$ cat src/rtl/pcmd_pkg.sv
// ----------------------------------------------------------------------------
// pcmd_pkg
// Types and constants for the pulse-count command motor drive core.
// ----------------------------------------------------------------------------
`default_nettype none

package pcmd_pkg;

    localparam int PWM_PERIOD = 100;
    localparam int MAX_PULSES = 15;

    localparam int ADDR_W = 4;
    localparam int DATA_W = 32;

    localparam int SAMPLE_W = 10;
    localparam int GAP_W    = 8;
    localparam int DUTY_W   = 7;
    localparam int WORD_W   = 4;
    localparam int PWM_W    = 7;

    // register index, taken from paddr[3:2]
    localparam logic [1:0] REG_LOW_THRESHOLD  = 2'd0;
    localparam logic [1:0] REG_HIGH_THRESHOLD = 2'd1;
    localparam logic [1:0] REG_GAP_LIMIT      = 2'd2;
    localparam logic [1:0] REG_FULL_DUTY      = 2'd3;

    localparam logic [SAMPLE_W-1:0] LOW_THRESHOLD_RST  = SAMPLE_W'(310);
    localparam logic [SAMPLE_W-1:0] HIGH_THRESHOLD_RST = SAMPLE_W'(465);
    localparam logic [GAP_W-1:0]    GAP_LIMIT_RST      = GAP_W'(30);
    localparam logic [DUTY_W-1:0]   FULL_DUTY_RST      = DUTY_W'(100);

    // command words
    localparam logic [WORD_W-1:0] CMD_LEFT    = WORD_W'(5);
    localparam logic [WORD_W-1:0] CMD_RIGHT   = WORD_W'(4);
    localparam logic [WORD_W-1:0] CMD_REVERSE = WORD_W'(3);
    localparam logic [WORD_W-1:0] CMD_FORWARD = WORD_W'(2);

    typedef enum logic [1:0] {
        SIDE_REVERSE,
        SIDE_FORWARD,
        SIDE_BRAKE
    } side_mode_t;

    typedef struct packed {
        logic [SAMPLE_W-1:0] adc_sample;
        logic                gap_tick;
        logic                pwm_tick;
    } sample_t;

    typedef struct packed {
        logic              left_fwd_pin;
        logic              left_back_pin;
        logic              right_fwd_pin;
        logic              right_back_pin;
        logic              command_applied;
        logic [WORD_W-1:0] applied_command;
    } drive_t;

endpackage

`default_nettype wire

$ cat src/rtl/pulse_count_command_motor_drive_core.sv
// ----------------------------------------------------------------------------
// pulse_count_command_motor_drive_core
// Pulse-count command decoder with four-pin PWM motor drive.
// ----------------------------------------------------------------------------
// Usage:
//   sample channel (sample_valid / sample_stall / sample) carries one ADC
//   reading with gap and PWM tick strobes per transfer. drive channel
//   (drive_valid / drive_stall / drive) returns one result per transfer:
//   four pin levels, the applied-command flag and the last applied word.
//   The result of a transfer is valid in the next cycle. Throughput is
//   one transfer per cycle while the receiver does not stall; the decoder
//   state and the PWM counter update in a single pass of compare/count logic.
//   When the receiver stalls, the result register holds and sample_stall is
//   raised in the same cycle, so no transfer is lost; a result that is being
//   taken frees the register for a new transfer in that same cycle.
//   Reset clears the decoder, the duties and the PWM counter, loads the
//   register defaults (310, 465, 30, 100) and empties the result register.
//   Registers are written over APB at byte addresses 0, 4, 8, 12.
// ----------------------------------------------------------------------------
`default_nettype none

module pulse_count_command_motor_drive_core (
    input  wire logic                           clk,
    input  wire logic                           rst_n,

    input  wire logic                           sample_valid,
    output      logic                           sample_stall,
    input  wire pcmd_pkg::sample_t              sample,

    output      logic                           drive_valid,
    input  wire logic                           drive_stall,
    output      pcmd_pkg::drive_t               drive,

    input  wire logic                           psel,
    input  wire logic                           penable,
    input  wire logic                           pwrite,
    input  wire logic [pcmd_pkg::ADDR_W-1:0]    paddr,
    input  wire logic [pcmd_pkg::DATA_W-1:0]    pwdata,
    output      logic [pcmd_pkg::DATA_W-1:0]    prdata,
    output      logic                           pready
);

    localparam int SW = pcmd_pkg::SAMPLE_W;
    localparam int GW = pcmd_pkg::GAP_W;
    localparam int DW = pcmd_pkg::DUTY_W;
    localparam int WW = pcmd_pkg::WORD_W;
    localparam int PW = pcmd_pkg::PWM_W;

    logic [SW-1:0] low_threshold_reg;
    logic [SW-1:0] high_threshold_reg;
    logic [GW-1:0] gap_limit_reg;
    logic [DW-1:0] full_duty_reg;

    logic          phase_low_reg,     phase_low_next;
    logic [GW-1:0] gap_count_reg,     gap_count_next;
    logic [WW-1:0] pulse_count_reg,   pulse_count_next;
    logic [WW-1:0] previous_word_reg, previous_word_next;
    logic [PW-1:0] pwm_count_reg,     pwm_count_next;
    logic [DW-1:0] duty_reg [4];
    logic [DW-1:0] duty_next [4];
    logic [WW-1:0] last_applied_reg,  last_applied_next;
    logic          drive_valid_reg,   drive_valid_next;
    pcmd_pkg::drive_t drive_reg,      drive_next;

    logic          accept;
    logic          cfg_write;
    logic [1:0]    cfg_index;
    logic [GW-1:0] gap_bumped;
    logic [WW-1:0] pulse_bumped;
    logic          applied;
    pcmd_pkg::side_mode_t left_mode;
    pcmd_pkg::side_mode_t right_mode;

    assign sample_stall = drive_valid_reg & drive_stall;
    assign accept       = sample_valid & ~sample_stall;
    assign drive_valid  = drive_valid_reg;
    assign drive        = drive_reg;
    assign pready       = 1'b1;
    assign cfg_write    = psel & penable & pwrite;
    assign cfg_index    = paddr[3:2];

    always_comb
    begin
        case (cfg_index)
            pcmd_pkg::REG_LOW_THRESHOLD:  prdata = pcmd_pkg::DATA_W'(low_threshold_reg);
            pcmd_pkg::REG_HIGH_THRESHOLD: prdata = pcmd_pkg::DATA_W'(high_threshold_reg);
            pcmd_pkg::REG_GAP_LIMIT:      prdata = pcmd_pkg::DATA_W'(gap_limit_reg);
            pcmd_pkg::REG_FULL_DUTY:      prdata = pcmd_pkg::DATA_W'(full_duty_reg);
            default:                      prdata = '0;
        endcase
    end

    always_comb
    begin
        gap_bumped = gap_count_reg;
        if (sample.gap_tick && (gap_count_reg != {GW{1'b1}}))
        begin
            gap_bumped = gap_count_reg + GW'(1);
        end
        pulse_bumped = (pulse_count_reg >= WW'(pcmd_pkg::MAX_PULSES))
                     ? WW'(pcmd_pkg::MAX_PULSES) : pulse_count_reg + WW'(1);
    end

    always_comb
    begin
        phase_low_next     = phase_low_reg;
        gap_count_next     = gap_count_reg;
        pulse_count_next   = pulse_count_reg;
        previous_word_next = previous_word_reg;
        applied            = 1'b0;

        if (!phase_low_reg)
        begin
            if (sample.adc_sample <= low_threshold_reg)
            begin
                phase_low_next = 1'b1;
            end
        end
        else
        begin
            gap_count_next = gap_bumped;
            if (sample.adc_sample >= high_threshold_reg)
            begin
                pulse_count_next = pulse_bumped;
                if (gap_bumped > gap_limit_reg)
                begin
                    applied            = (pulse_bumped == previous_word_reg);
                    previous_word_next = pulse_bumped;
                    pulse_count_next   = '0;
                end
                gap_count_next = '0;
                phase_low_next = 1'b0;
            end
        end
    end

    always_comb
    begin
        case (pulse_bumped)
            pcmd_pkg::CMD_LEFT:
            begin
                left_mode  = pcmd_pkg::SIDE_FORWARD;
                right_mode = pcmd_pkg::SIDE_BRAKE;
            end
            pcmd_pkg::CMD_RIGHT:
            begin
                left_mode  = pcmd_pkg::SIDE_BRAKE;
                right_mode = pcmd_pkg::SIDE_FORWARD;
            end
            pcmd_pkg::CMD_REVERSE:
            begin
                left_mode  = pcmd_pkg::SIDE_REVERSE;
                right_mode = pcmd_pkg::SIDE_REVERSE;
            end
            pcmd_pkg::CMD_FORWARD:
            begin
                left_mode  = pcmd_pkg::SIDE_FORWARD;
                right_mode = pcmd_pkg::SIDE_FORWARD;
            end
            default:
            begin
                left_mode  = pcmd_pkg::SIDE_BRAKE;
                right_mode = pcmd_pkg::SIDE_BRAKE;
            end
        endcase

        duty_next         = duty_reg;
        last_applied_next = last_applied_reg;
        if (applied)
        begin
            duty_next[0] = (left_mode == pcmd_pkg::SIDE_REVERSE)  ? '0 : full_duty_reg;
            duty_next[1] = (left_mode == pcmd_pkg::SIDE_FORWARD)  ? '0 : full_duty_reg;
            duty_next[2] = (right_mode == pcmd_pkg::SIDE_REVERSE) ? '0 : full_duty_reg;
            duty_next[3] = (right_mode == pcmd_pkg::SIDE_FORWARD) ? '0 : full_duty_reg;
            last_applied_next = pulse_bumped;
        end
    end

    always_comb
    begin
        pwm_count_next = pwm_count_reg;
        if (sample.pwm_tick)
        begin
            if (pwm_count_reg >= PW'(pcmd_pkg::PWM_PERIOD))
            begin
                pwm_count_next = PW'(1);
            end
            else
            begin
                pwm_count_next = pwm_count_reg + PW'(1);
            end
        end

        drive_next.left_fwd_pin    = (pwm_count_next <= duty_next[0]);
        drive_next.left_back_pin   = (pwm_count_next <= duty_next[1]);
        drive_next.right_fwd_pin   = (pwm_count_next <= duty_next[2]);
        drive_next.right_back_pin  = (pwm_count_next <= duty_next[3]);
        drive_next.command_applied = applied;
        drive_next.applied_command = last_applied_next;

        drive_valid_next = drive_valid_reg;
        if (accept)
        begin
            drive_valid_next = 1'b1;
        end
        else if (!drive_stall)
        begin
            drive_valid_next = 1'b0;
        end
    end

    always_ff @(posedge clk or negedge rst_n)
    begin
        if (!rst_n)
        begin
            low_threshold_reg  <= pcmd_pkg::LOW_THRESHOLD_RST;
            high_threshold_reg <= pcmd_pkg::HIGH_THRESHOLD_RST;
            gap_limit_reg      <= pcmd_pkg::GAP_LIMIT_RST;
            full_duty_reg      <= pcmd_pkg::FULL_DUTY_RST;
            phase_low_reg      <= 1'b0;
            gap_count_reg      <= '0;
            pulse_count_reg    <= '0;
            previous_word_reg  <= '0;
            pwm_count_reg      <= '0;
            duty_reg           <= '{default: '0};
            last_applied_reg   <= '0;
            drive_valid_reg    <= 1'b0;
        end
        else
        begin
            if (cfg_write)
            begin
                case (cfg_index)
                    pcmd_pkg::REG_LOW_THRESHOLD:  low_threshold_reg  <= pwdata[SW-1:0];
                    pcmd_pkg::REG_HIGH_THRESHOLD: high_threshold_reg <= pwdata[SW-1:0];
                    pcmd_pkg::REG_GAP_LIMIT:      gap_limit_reg      <= pwdata[GW-1:0];
                    pcmd_pkg::REG_FULL_DUTY:      full_duty_reg      <= pwdata[DW-1:0];
                    default:                      ;
                endcase
            end
            if (accept)
            begin
                phase_low_reg     <= phase_low_next;
                gap_count_reg     <= gap_count_next;
                pulse_count_reg   <= pulse_count_next;
                previous_word_reg <= previous_word_next;
                pwm_count_reg     <= pwm_count_next;
                duty_reg          <= duty_next;
                last_applied_reg  <= last_applied_next;
            end
            drive_valid_reg <= drive_valid_next;
        end
    end

    always_ff @(posedge clk)
    begin
        if (accept)
        begin
            drive_reg <= drive_next;
        end
    end

    a_accept_gives_result: assert property (@(posedge clk) disable iff (!rst_n)
        accept |=> drive_valid_reg)
        else $error("accepted transfer produced no result");

    a_gap_idle_clear: assert property (@(posedge clk) disable iff (!rst_n)
        !phase_low_reg |-> (gap_count_reg == '0))
        else $error("gap counter nonzero outside low phase");

    a_pwm_in_range: assert property (@(posedge clk) disable iff (!rst_n)
        pwm_count_reg <= PW'(pcmd_pkg::PWM_PERIOD))
        else $error("pwm counter beyond period");

    a_stall_hold: assert property (@(posedge clk) disable iff (!rst_n)
        sample_stall |=> ($stable(drive_reg) && drive_valid_reg))
        else $error("result changed while stalled");

endmodule

`default_nettype wire
$ cat config.mk
export PLATFORM = sky130hd
export DESIGN_NAME = pulse_count_command_motor_drive_core
export DESIGN_NICKNAME = d
export VERILOG_FILES = /design/src/rtl/pcmd_pkg.sv /design/src/rtl/pulse_count_command_motor_drive_core.sv
export SDC_FILE = /design/constraint.sdc
export NUM_CORES = 1
export LEC_CHECK = 0
export CORE_MARGIN = 8
export CORE_UTILIZATION = 25
export DETAILED_ROUTE_END_ITERATION = 10
export DONT_BUFFER_PORTS = 1
export PLACE_DENSITY = 0.41
export SYNTH_ARGS = -nofsm -noshare
export SYNTH_HDL_FRONTEND = slang
export SYNTH_SLANG_ARGS = --single-unit
$ cat constraint.sdc
create_clock -name clk -period 11.8 [get_ports clk]
set_input_delay 2.36 -clock clk [delete_from_list [all_inputs] [get_ports clk]]
set_output_delay 2.36 -clock clk [all_outputs]
set_load 0.02 [all_outputs]
* Word-level counts from Yosys, hierarchy flattened
Index checks and enable logic that the tools add are counted.
** Cells by class
- Add/subtract/negate cells :: 3
- Multipliers :: 0
- Divide/modulo/power cells :: 0
- Magnitude comparators :: 9
- Equal/unequal tests :: 12
- Shifts and indexed selects :: 0
- Multiplexer cells :: 23
- Bitwise logic cells :: 5
- Reduce and logical (&&, ||, !) cells :: 13
** Operator list (number)
- $pmux 32 s4 :: 1
- $mux 7 :: 6
- $le 7x7->1 :: 4
- $mux 28 :: 1
- $mux 8 :: 2
- $mux 4 :: 3
- $ge 10x10->1 :: 1
- $le 10x10->1 :: 1
- $reduce_and 2->1 :: 5
- $add 8x1->8 const B :: 1
- $eq 4x2->1 const B :: 2
- $eq 4x3->1 const B :: 2
- $gt 8x8->1 :: 1
- $mux 1 :: 8
- $ne 8x8->1 const B :: 1
- $pmux 2 s2 :: 2
- $add 7x1->7 const B :: 1
- $ge 7x7->1 const B :: 1
- $eq 2x1->1 const B :: 3
- $logic_not 2->1 :: 3
- $add 4x1->4 const B :: 1
- $and 1x1->1 :: 4
- $eq 2x2->1 const B :: 2
- $eq 4x4->1 :: 1
- 7 further kinds :: 8
** Word-level totals
- Flip-flop bits (word level) :: 101
- Latch bits :: 0
- Bits in writable memories :: 0
- Bits in read-only memories :: 0
- Bits of input ports :: 55
- Output and inout bits :: 44
- Word-level logic and storage cells :: 86
- Memories kept :: 0

* Logic depth before layout (Yosys ltp)
Gate-level depths: netlist (run 1).
- Depth in word-level cells :: 9
- Mapped depth :: 22
- Mapped depth without buffers :: 20

* Least setup slack after synthesis (run 1)
Ideal clock, no wire load.
- Path type :: in2reg
- Start point :: in sample[1] (netlist name)
- End point :: reg drive_reg (netlist bit drive[5]), data pin
- Library setup time :: 152 ps
- Arrival :: 5991 ps
- Data required time :: 11648 ps
- Setup slack :: 5656 ps
- Stages :: 21
- Path buffers :: 2
- Cells stage by stage :: inv_1 -> a41oi_1 -> nand4_1 -> and2_1 -> or2_2 -> ha_1 -> and4_1 -> nand2_1 -> o2bb2ai_1 -> nand2_1 -> or2_1 -> buf_2 -> inv_6 -> buf_12 -> mux2i_1 -> ha_1 -> a21oi_1 -> nor2b_1 -> o21ai_0 -> o21ai_0 -> o22ai_1
** RTL lines
- from (decl) :: RTL line pulse_count_command_motor_drive_core.sv:28 : input wire pcmd_pkg::sample_t sample,
- to (signal assigned) :: RTL line pulse_count_command_motor_drive_core.sv:259 : drive_reg <= drive_next;
- to (decl) :: RTL line pulse_count_command_motor_drive_core.sv:63 : pcmd_pkg::drive_t drive_reg, drive_next;

==> results.py, run 1 <==
metrics = {
    "timing": {
        "hold_ws_ps": 484,
        "finalSetupViolCount": 0,
        "tightestPinTransition_ps": 963,
        "min_period_over_period_pct": 58.3,
        "hold_viol": 0,
        "rsz0062_at_grt": "no",
        "max_freq_mhz": 145,
        "maxSlewViolCount": 0,
        "period_needed_ps": 6880,
        "final.setup.worst_slack_ps": 4920,
        "relSlewSlack_pct": 35.3,
        "clock_skew_ps": 11.1,
        "setup_tns_ps": 0,
    },
    "cts": {
        "cts-resized-gates": 0,
        "clkTransAtPathRegs_ps": 70,
        "cts-hold-fix-buffers": 0,
        "root_buffer": "clkbuf_16",
        "cts_buffers": 9,
        "clk_path_buf_depth": 2,
        "cts.sinks": 101,
        "cts_setup_buffers": 0,
        "clkLatencyLatePin_ps": 360,
        "htreeDepth": 3,
        "cts_tree": "done",
    },
    "synth": {
        "netlist_area_um2": 6490,
        "ys_top_cells_by_area": "dfrtp_1 (29%), ha_1 (12%), dfstp_2 (6.9%), mux2_2 (5.7%), mux2_1 (5.0%)",
        "synth_edf_count": 9,
        "yosysTopAreaCellShare_pct": 28.9,
        "synth_top_cell_by_area": "dfrtp_1",
        "async_reset_ff_share_pct": 91.1,
        "synth_flop_cell": "dfrtp_1",
        "ys_seq_area_share_pct": 40.0,
        "synth_cell_type_count": 63,
        "synth_cells": 618,
        "ys_ff_latch": 101,
        "yosys_warnings": 0,
        "synth_area_per_cell_um2": 10.5,
    },
    "power": {
        "p_clk_share_pct": 25.1,
        "p_leak_nw": 3.12,
        "combinationalPowerShare_pct": 34.6,
        "vdd_drop_max_uv": 74.3,
        "intPower_uw": 775,
        "swShare_pct": 37.4,
        "powerDensity_nw_per_um2": 176,
        "p_seq_share_pct": 40.3,
        "p_sw_uw": 463,
    },
    "global_route": {
        "antenna_found_initial": 0,
        "grt_pass1_wl_mm": 25.9,
        "grt_pass1_vias": 4604,
        "track_usage_pct": 10.7,
        "grt_max_degree": 93,
        "grt-ovfl-total": 0,
    },
    "die": {
        "pin_count": 99,
        "core_area_um2": 25800,
        "fp-row-count": 59,
        "die_w_um": 177,
        "start_util_pct": 25.2,
        "dieArea_um2": 31400,
        "fp.dieH_um": 177,
    },
    "final_layout": {
        "antennaDiodeCount": 0,
        "final_core_util_pct": 27.3,
        "drive_above_1_share_pct": 13.6,
        "fill_cells": 2713,
        "largest_reg_flops": 28,
        "nets": 727,
        "area_delta_synth_final_pct": 8.55,
        "final_common_cell": "dfrtp_1",
        "final_cell_mix": "dfrtp_1 (75), ha_1 (60), nand2_1 (47)",
    },
    "routing": {
        "dr_total_vias": 4495,
        "totalWireLength_mm": 16.4,
        "drtPass1Iterations": 4,
        "vias_per_cell": 4.72,
        "drt_iter0_drc": 191,
        "wire_per_inst_um": 17.2,
        "drcViolationCount": 0,
        "ant_nets": 0,
    },
    "placed_design": {
        "gp_congestion": 0.790,
        "dp_slack_ps": 4600,
        "hpwl_mm": 12.3,
        "port_buffers": 0,
    },
    "flow_run": {
        "cap_violations": 0,
    },
    "worst_setup_path": {
        "crit_type": "primary input to register",
        "cp.required_ps": 11960,
        "startpoint_type": "primary input",
        "critPathCaptureType": "register",
        "path_max_fanout": 14,
        "arrival_ps": 7040,
    },
    "min_path": {
        "min_path_type": "register to register",
    },
    "status": {
        "status": "finished, final reports clean",
    },
}
## cell usage after synthesis, types with 3 or more instances
cell type	instances
nor2b_1	7
and3_1	4
nor3b_1	3
buf_2	3
nor2_1	20
dfstp_2	17
and2_1	24
a22o_1	6
nand4_1	13
mux2_2	33
o31ai_1	5
ha_1	60
mux2_1	29
xor2_1	5
inv_1	42
a21oi_1	25
buf_4	27
edfxtp_1	9
a21o_1	8
mux2i_1	18
mux4_2	7
nor3_1	3
nand2_1	47
clkbuf_1	10
xnor2_1	7
nand3_1	9
o21ai_0	40
a31oi_1	4
dfrtp_1	75
o22ai_1	5
a22oi_1	12
nand2b_1	3
a211oi_1	3
## metrics by stage
stage	cells	cell area [µm²]	total power, mW
2_1_floorplan	639	6570	0.816
3_3_place_gp	936	6740	0.918
3_5_place_dp	936	6740	0.937
4_1_cts	952	7040	1.26
5_1_grt	952	7040	1.34
6_report	952	7040	1.24
## logic make-up (layout without fill, tap and decap cells)
group                      count (synthesis)  in the layout  synth area share, %
AOI/OAI and AO/OA                        124            124                 12.0
DFF                                      101            101                 40.0
other                                      2             23                0.116
muxes                                     87             87                 16.0
xor gates and xnor gates                  12             12                 1.62
adders and majority gates                 60             60                 11.6
and+or+nand+nor                          146            146                 11.8
buffers and inverters                     86             64                 6.92
## power by group through the flow
stage | combinational (mW) | clock, mW | sequential [mW]
4_1_cts | 0.435 | 0.324 | 0.499
3_3_place_gp | 0.415 | 0 | 0.504
6_report | 0.428 | 0.311 | 0.498
3_5_place_dp | 0.432 | 0 | 0.506
5_1_grt | 0.493 | 0.336 | 0.510
2_1_floorplan | 0.347 | 0 | 0.469
## area by class of cell
cell class	count	area (µm²)	area share [%]
multi-input combinational	452	3530	50.1
inverter	44	170	2.42
clock inverter	5	57.6	0.817
clock buffer	11	243	3.45
tap	335	419	5.95
sequential	101	2590	36.8
timing repair buffer	4	30.0	0.427
## worst max-delay path: stages
cell	delay, ps
inv_1	20
a41oi_1	500
nand4_1	290
and2_1	250
or2_2	290
ha_1	290
and4_1	220
nand2_1	60
o2bb2ai_1	440
nand2_1	280
nor3b_2	750
a22oi_1	160
ha_1	350
a21oi_1	150
nor2b_1	80
o21ai_0	180
o21ai_0	130
o22ai_1	240
## path summary, 6_finish.rpt
kind | start | endpoint | slack, ps | depth (start not counted)
setup / recovery | sample[1] | drive[8] | 4920 | 18
hold / removal | last_applied_reg[1] | last_applied_reg[1] | 480 | 1
setup reg to reg | gap_count_reg[0] | drive[8] | 6000 | 19
hold reg to reg | last_applied_reg[1] | last_applied_reg[1] | 480 | 1
max in group asynchronous | rst_n | gap_limit_reg[1] | 9880 | 0
min in group asynchronous | rst_n | duty_reg[0] | 1700 | 0
## routing by layer
layer  GRT usage (%)  wire length (µm)  part of all wire [%]  vias up
met5               0                 0                     0        -
met2            17.5              7720                    47       81
met3            4.14              1180                   7.2       14
met4            3.08               266                   1.6        0
li1                -                 -                     -     2168
met1            12.8              7190                    44     2232
(Power assumes the default switching activity.)
==> inputs of run 2 (changes only) <==
PLACE_DENSITY = 0.43   (was 0.41)
clock period = 6 ns   (was 11.8 ns; I/O delays follow)
==> results.py, run 2 (same netlist as run 1, synthesis figures left out) <==
metrics = {
    "worst_setup_path": {
        "startpoint_type": "register",
        "cp.required_ps": 6160,
        "path_max_fanout": 17,
        "reg2reg_depth": 21,
        "crit_type": "register to register",
        "critPathCaptureType": "register",
        "arrival_ps": 5180,
    },
    "placed_design": {
        "dp_slack_ps": 635,
        "hpwl_mm": 12.2,
        "port_buffers": 0,
        "dpl.cell_count": 941,
        "gp_congestion": 0.780,
    },
    "final_layout": {
        "fill_cells": 2672,
        "final_common_cell": "dfrtp_1",
        "antennaDiodeCount": 0,
        "multi_input_area_um2": 3530,
        "area_delta_synth_final_pct": 8.74,
        "largest_reg_flops": 28,
        "nets": 732,
        "final_cells": 957,
        "final_cell_mix": "dfrtp_1 (75), ha_1 (60), nand2_1 (47)",
        "drive_above_1_share_pct": 13.8,
        "final_core_util_pct": 27.4,
        "seq_area_um2": 2590,
    },
    "timing": {
        "period_needed_ps": 5020,
        "final.setup.worst_slack_ps": 980,
        "relSlewSlack_pct": 42.1,
        "max_freq_mhz": 199,
        "clock_skew_ps": 9.26,
        "maxSlewViolCount": 0,
        "finalSetupViolCount": 0,
        "tightestPinTransition_ps": 865,
        "rsz0062_at_grt": "no",
        "setup_tns_ps": 0,
        "hold_viol": 0,
        "hold_ws_ps": 485,
        "min_period_over_period_pct": 83.7,
    },
    "routing": {
        "drtPass1Iterations": 4,
        "totalWireLength_mm": 16.2,
        "drt_iter0_drc": 182,
        "wire_per_inst_um": 16.9,
        "drcViolationCount": 0,
        "dr_total_vias": 4478,
        "ant_nets": 0,
        "vias_per_cell": 4.68,
    },
    "die": {
        "fp-row-count": 59,
        "dieArea_um2": 31400,
        "start_util_pct": 25.2,
        "die_w_um": 177,
        "pin_count": 99,
        "core_area_um2": 25800,
        "fp.dieH_um": 177,
    },
    "global_route": {
        "track_usage_pct": 10.6,
        "grt_max_degree": 93,
        "grt_pass1_vias": 4757,
        "antenna_found_initial": 0,
        "grt_pass1_wl_mm": 25.7,
        "grt-ovfl-total": 0,
    },
    "status": {
        "status": "finished, final reports clean",
    },
    "cts": {
        "cts.sinks": 101,
        "clkTransAtPathRegs_ps": 70,
        "htreeDepth": 3,
        "clk_path_buf_depth": 2,
        "cts_setup_buffers": 0,
        "cts-hold-fix-buffers": 0,
        "cts_tree": "done",
        "cts-resized-gates": 0,
        "cts_buffers": 9,
        "root_buffer": "clkbuf_16",
        "clkLatencyLatePin_ps": 350,
    },
    "min_path": {
        "hold_depth": 1,
        "min_path_type": "register to register",
    },
    "power": {
        "vdd_drop_max_uv": 121,
        "powerDensity_nw_per_um2": 338,
        "p_leak_nw": 3.12,
    },
    "flow_run": {
        "cap_violations": 0,
    },
}
[run 2: changes by cell type in the layout (fill, tap and decap cells not counted)]
| cell | delta |
|---|---|
| clkinvlp_4 | +1 |
| clkinv_2 | -2 |
| buf_4 | +5 |
| clkbuf_1 | +3 |
| clkbuf_8 | +1 |
| inv_6 | -2 |
| bufinv_16 | -1 |
[run 2: critical path: stages (launching register included)]
cell and delay (ps):
dfrtp_1 420, ha_1 220, and3_1 230, a41oi_1 210, buf_4 180, nand4_1 170
nor2_1 250, xor2_1 240, ha_1 300, and4_1 240, nand3_1 80, o2bb2ai_1 130
buf_4 170, nand2_1 60, or2_1 460, inv_6 300, mux2i_1 250, ha_1 270
a21o_1 170, a21oi_1 150, o21ai_0 90, o22ai_1 220
[run 2: final cells by class]
type                       count  area share [%]
tap                          335            5.94
multi-input combinational    452            50.0
timing repair buffer           9           0.958
clock inverter                 1           0.106
sequential                   101            36.8
clock buffer                  15            3.80
inverter                      44            2.41
[run 2: stage by stage]
stage | cell area [µm²] | total power, mW
6_report | 7050 | 2.38
5_1_grt | 7050 | 2.58
4_1_cts | 7050 | 2.43
3_5_place_dp | 6780 | 1.84
3_3_place_gp | 6780 | 1.81
2_1_floorplan | 6570 | 1.60
[run 2: where the power goes]
group / switching [mW] / internal, mW / leakage [nW]
combinational: 0.486 / 0.361 / 1.74
clock: 0.258 / 0.305 / 0.130
sequential: 0.145 / 0.828 / 1.25
total: 0.889 / 1.50 / 3.12
[run 2: final timing paths]
kind | startpoint | endpoint | slack [ps]
max | gap_count_reg[0] | drive[7] | 980
min | last_applied_reg[3] | last_applied_reg[3] | 480
max reg2reg | gap_count_reg[0] | drive[7] | 980
min reg2reg | last_applied_reg[3] | last_applied_reg[3] | 480
max in group asynchronous | rst_n | low_threshold_reg[1] | 5230
min in group asynchronous | rst_n | gap_count_reg[4] | 540
[run 2: layer usage]
layer  vias to the layer above  part of all wire (%)  wire length [µm]  GRT usage, %
met1                      2212                    42              6770          12.1
li1                       2171                     -                 -             -
met5                         -                     0                 0             0
met3                        13                   8.5              1380          4.97
met2                        82                    49              7860          17.8
met4                         0                  0.94               152          2.21
==> inputs of run 3 (changes only) <==
ABC_AREA = 1   (was unset)
clock period = 4.4 ns   (was 6 ns; I/O delays follow)
==> results.py, run 3 <==
metrics = {
    "timing": {
        "relSlewSlack_pct": 44.8,
        "hold_ws_ps": 224,
        "period_needed_ps": 3970,
        "finalSetupViolCount": 0,
        "tightestPinTransition_ps": 819,
        "maxSlewViolCount": 0,
        "final.setup.worst_slack_ps": 432,
        "min_period_over_period_pct": 90.2,
        "hold_viol": 0,
        "clock_skew_ps": 9.56,
        "max_freq_mhz": 252,
    },
    "synth": {
        "synth_top_family_by_area": "simple AND/OR/NAND/NOR gates",
        "async_reset_ff_share_pct": 91.1,
        "synth_xor_area_share_pct": 1.04,
        "synth_cell_type_count": 39,
        "ys_top_cells_by_area": "dfrtp_1 (28%), nand2_1 (16%), ha_1 (11%), inv_1 (7.3%), dfstp_2 (6.6%)",
        "yosys_warnings": 0,
        "synth_cells": 900,
        "synth_top_cell_by_area": "dfrtp_1",
        "synth_flop_cell": "dfrtp_1",
        "netlist_area_um2": 6720,
        "synth-compound-area-share_pct": 10.5,
        "synth_area_per_cell_um2": 7.47,
        "synthTopCellsByCount": "nand2_1 (281), inv_1 (130), nand3_1 (76)",
        "synth_fa_ha_area_share_pct": 11.2,
        "synth_mux_area_share_pct": 0,
        "synth-simple-area-share_pct": 26.8,
        "synth_edf_count": 9,
        "ys_ff_latch": 101,
        "ys_seq_area_share_pct": 38.6,
        "yosysMostFrequentCell": "nand2_1",
        "yosysTopAreaCellShare_pct": 27.9,
    },
    "die": {
        "fp.dieH_um": 180,
        "core_area_um2": 26700,
        "fp-row-count": 60,
        "die_w_um": 180,
        "dieArea_um2": 32400,
        "start_util_pct": 25.2,
        "pin_count": 99,
    },
    "cts": {
        "cts_buffers": 9,
        "cts-hold-fix-buffers": 0,
        "root_buffer": "clkbuf_16",
        "htreeDepth": 3,
        "clk_path_buf_depth": 2,
        "cts.sinks": 101,
        "clkTransAtPathRegs_ps": 70,
        "cts_tree": "done",
        "clkLatencyLatePin_ps": 350,
    },
    "worst_setup_path": {
        "path_max_fanout": 11,
        "slowest_delay_ps": 400,
        "crit_family": "simple AND/OR/NAND/NOR gates",
        "crit_buf_inv": 5,
        "cpMaxStageDelayCell": "dfrtp_2",
        "crit_type": "register to register",
        "crit_top_cell": "nand2_1",
        "arrival_ps": 4060,
        "cp.required_ps": 4490,
        "startpoint_type": "register",
        "critPathCaptureType": "register",
    },
    "routing": {
        "ant_nets": 0,
        "totalWireLength_mm": 17.3,
        "drtPass1Iterations": 5,
        "wire_per_inst_um": 13.9,
        "drcViolationCount": 0,
        "vias_per_cell": 4.32,
        "drt_iter0_drc": 345,
        "dr_total_vias": 5371,
    },
    "final_layout": {
        "area_delta_synth_final_pct": 9.51,
        "drive_above_1_share_pct": 6.87,
        "fin_area_um2": 7360,
        "seq_area_um2": 2590,
        "multi_input_area_um2": 3430,
        "antennaDiodeCount": 0,
        "final_common_cell": "nand2_1",
        "nets": 1012,
        "final_cell_mix": "nand2_1 (280), inv_1 (129), nand3_1 (76)",
        "fill_cells": 2955,
        "largest_reg_flops": 28,
    },
    "placed_design": {
        "gp_congestion": 0.754,
        "hpwl_mm": 12.7,
        "dp_slack_ps": 185,
        "port_buffers": 0,
        "placed_area_um2": 7020,
    },
    "global_route": {
        "grt_pass1_wl_mm": 28.7,
        "grt-ovfl-total": 0,
        "antenna_found_initial": 0,
        "track_usage_pct": 11.0,
        "grt_pass1_vias": 5215,
        "grt_max_degree": 93,
    },
    "power": {
        "powerDensity_nw_per_um2": 567,
        "vdd_drop_max_uv": 187,
        "p_leak_nw": 3.73,
    },
    "min_path": {
        "min_path_type": "primary input to async pin",
    },
    "status": {
        "status": "finished, final reports clean",
    },
    "flow_run": {
        "cap_violations": 0,
    },
}
==> run 3: logic make-up (layout without fill, tap and decap cells) <==
kind of cell,count (synthesis),count (layout)
compound gates,129,129
buf+inv,178,159
xor+xnor,8,8
fa+ha+maj,60,60
other cells,2,23
flops,101,101
simple gates,422,422
==> run 3: worst reg2reg max path, stage by stage (launching register included) <==
cell and delay [ps]:
dfrtp_2 400, ha_2 220, nand3_1 80, nor2_1 140, nand3_1 80, nand2_1 100
inv_2 90, nand2_1 80, xor2_1 180, inv_1 60, ha_1 270, nand2_1 80
nor2_2 150, nand4_1 120, nand2_2 140, nor2_4 60, buf_12 150, nand2_4 160
buf_6 170, nand2_1 60, nand2_1 60, inv_1 50, ha_1 300, nand2_1 60
o21a_1 170, o221ai_1 170, o21ai_1 140
==> run 3: repair_timing <==
| item | CTS | global route |
|---|---|---|
| endpoints found under the setup margin | 0 | 4 |
| gates resized for setup | 0 | 7 |
| buffers inserted | 0 | 2 |
==> run 3: path summary, 6_finish.rpt <==
path / cells after the start / start / slack, ps / end
max: 26 / gap_count_reg[0] / 430 / drive[8]
min: 0 / rst_n / 220 / gap_count_reg[6]
max reg2reg: 26 / gap_count_reg[0] / 430 / drive[8]
min reg2reg: 2 / duty_reg[16] / 480 / duty_reg[16]
max in group asynchronous: 0 / rst_n / 3930 / low_threshold_reg[1]
min in group clk: 2 / duty_reg[16] / 480 / duty_reg[16]
==> run 3: metal layers <==
metal	vias up	global-route usage, %	routed length, µm
met2	88	17.1	7550
met5	-	0	0
li1	2842	-	-
met1	2432	14.4	8580
met4	0	2.30	133
met3	9	3.83	1070
==> run 3: through the flow <==
step | TNS [ps] | power (mW) | std cells | utilization (%)
finish | 0 | 4.17 | 1243 | 27.6
global placement | 0 | 3.31 | 1225 | 26.3
global route | -20.2 | 4.61 | 1243 | 27.6
detailed placement | 0 | 3.33 | 1225 | 26.3
floorplan | 0 | 2.90 | 921 | -
CTS | 0 | 4.20 | 1241 | 27.5
==> run 3: where the power goes <==
group / internal, mW / switching [mW] / total, mW
registers: 1.26 / 0.229 / 1.49
clock network: 0.474 / 0.367 / 0.840
logic: 0.685 / 1.15 / 1.84
==> run 3: final cells by class <==
cell class | count | share of cell area, %
Clock inverter | 3 | 0.612
Sequential cell | 101 | 35.2
Inverter | 133 | 6.78
Tap cell | 341 | 5.79
Timing Repair Buffer | 10 | 1.41
Multi-Input combinational cell | 642 | 46.6
Clock buffer | 13 | 3.53
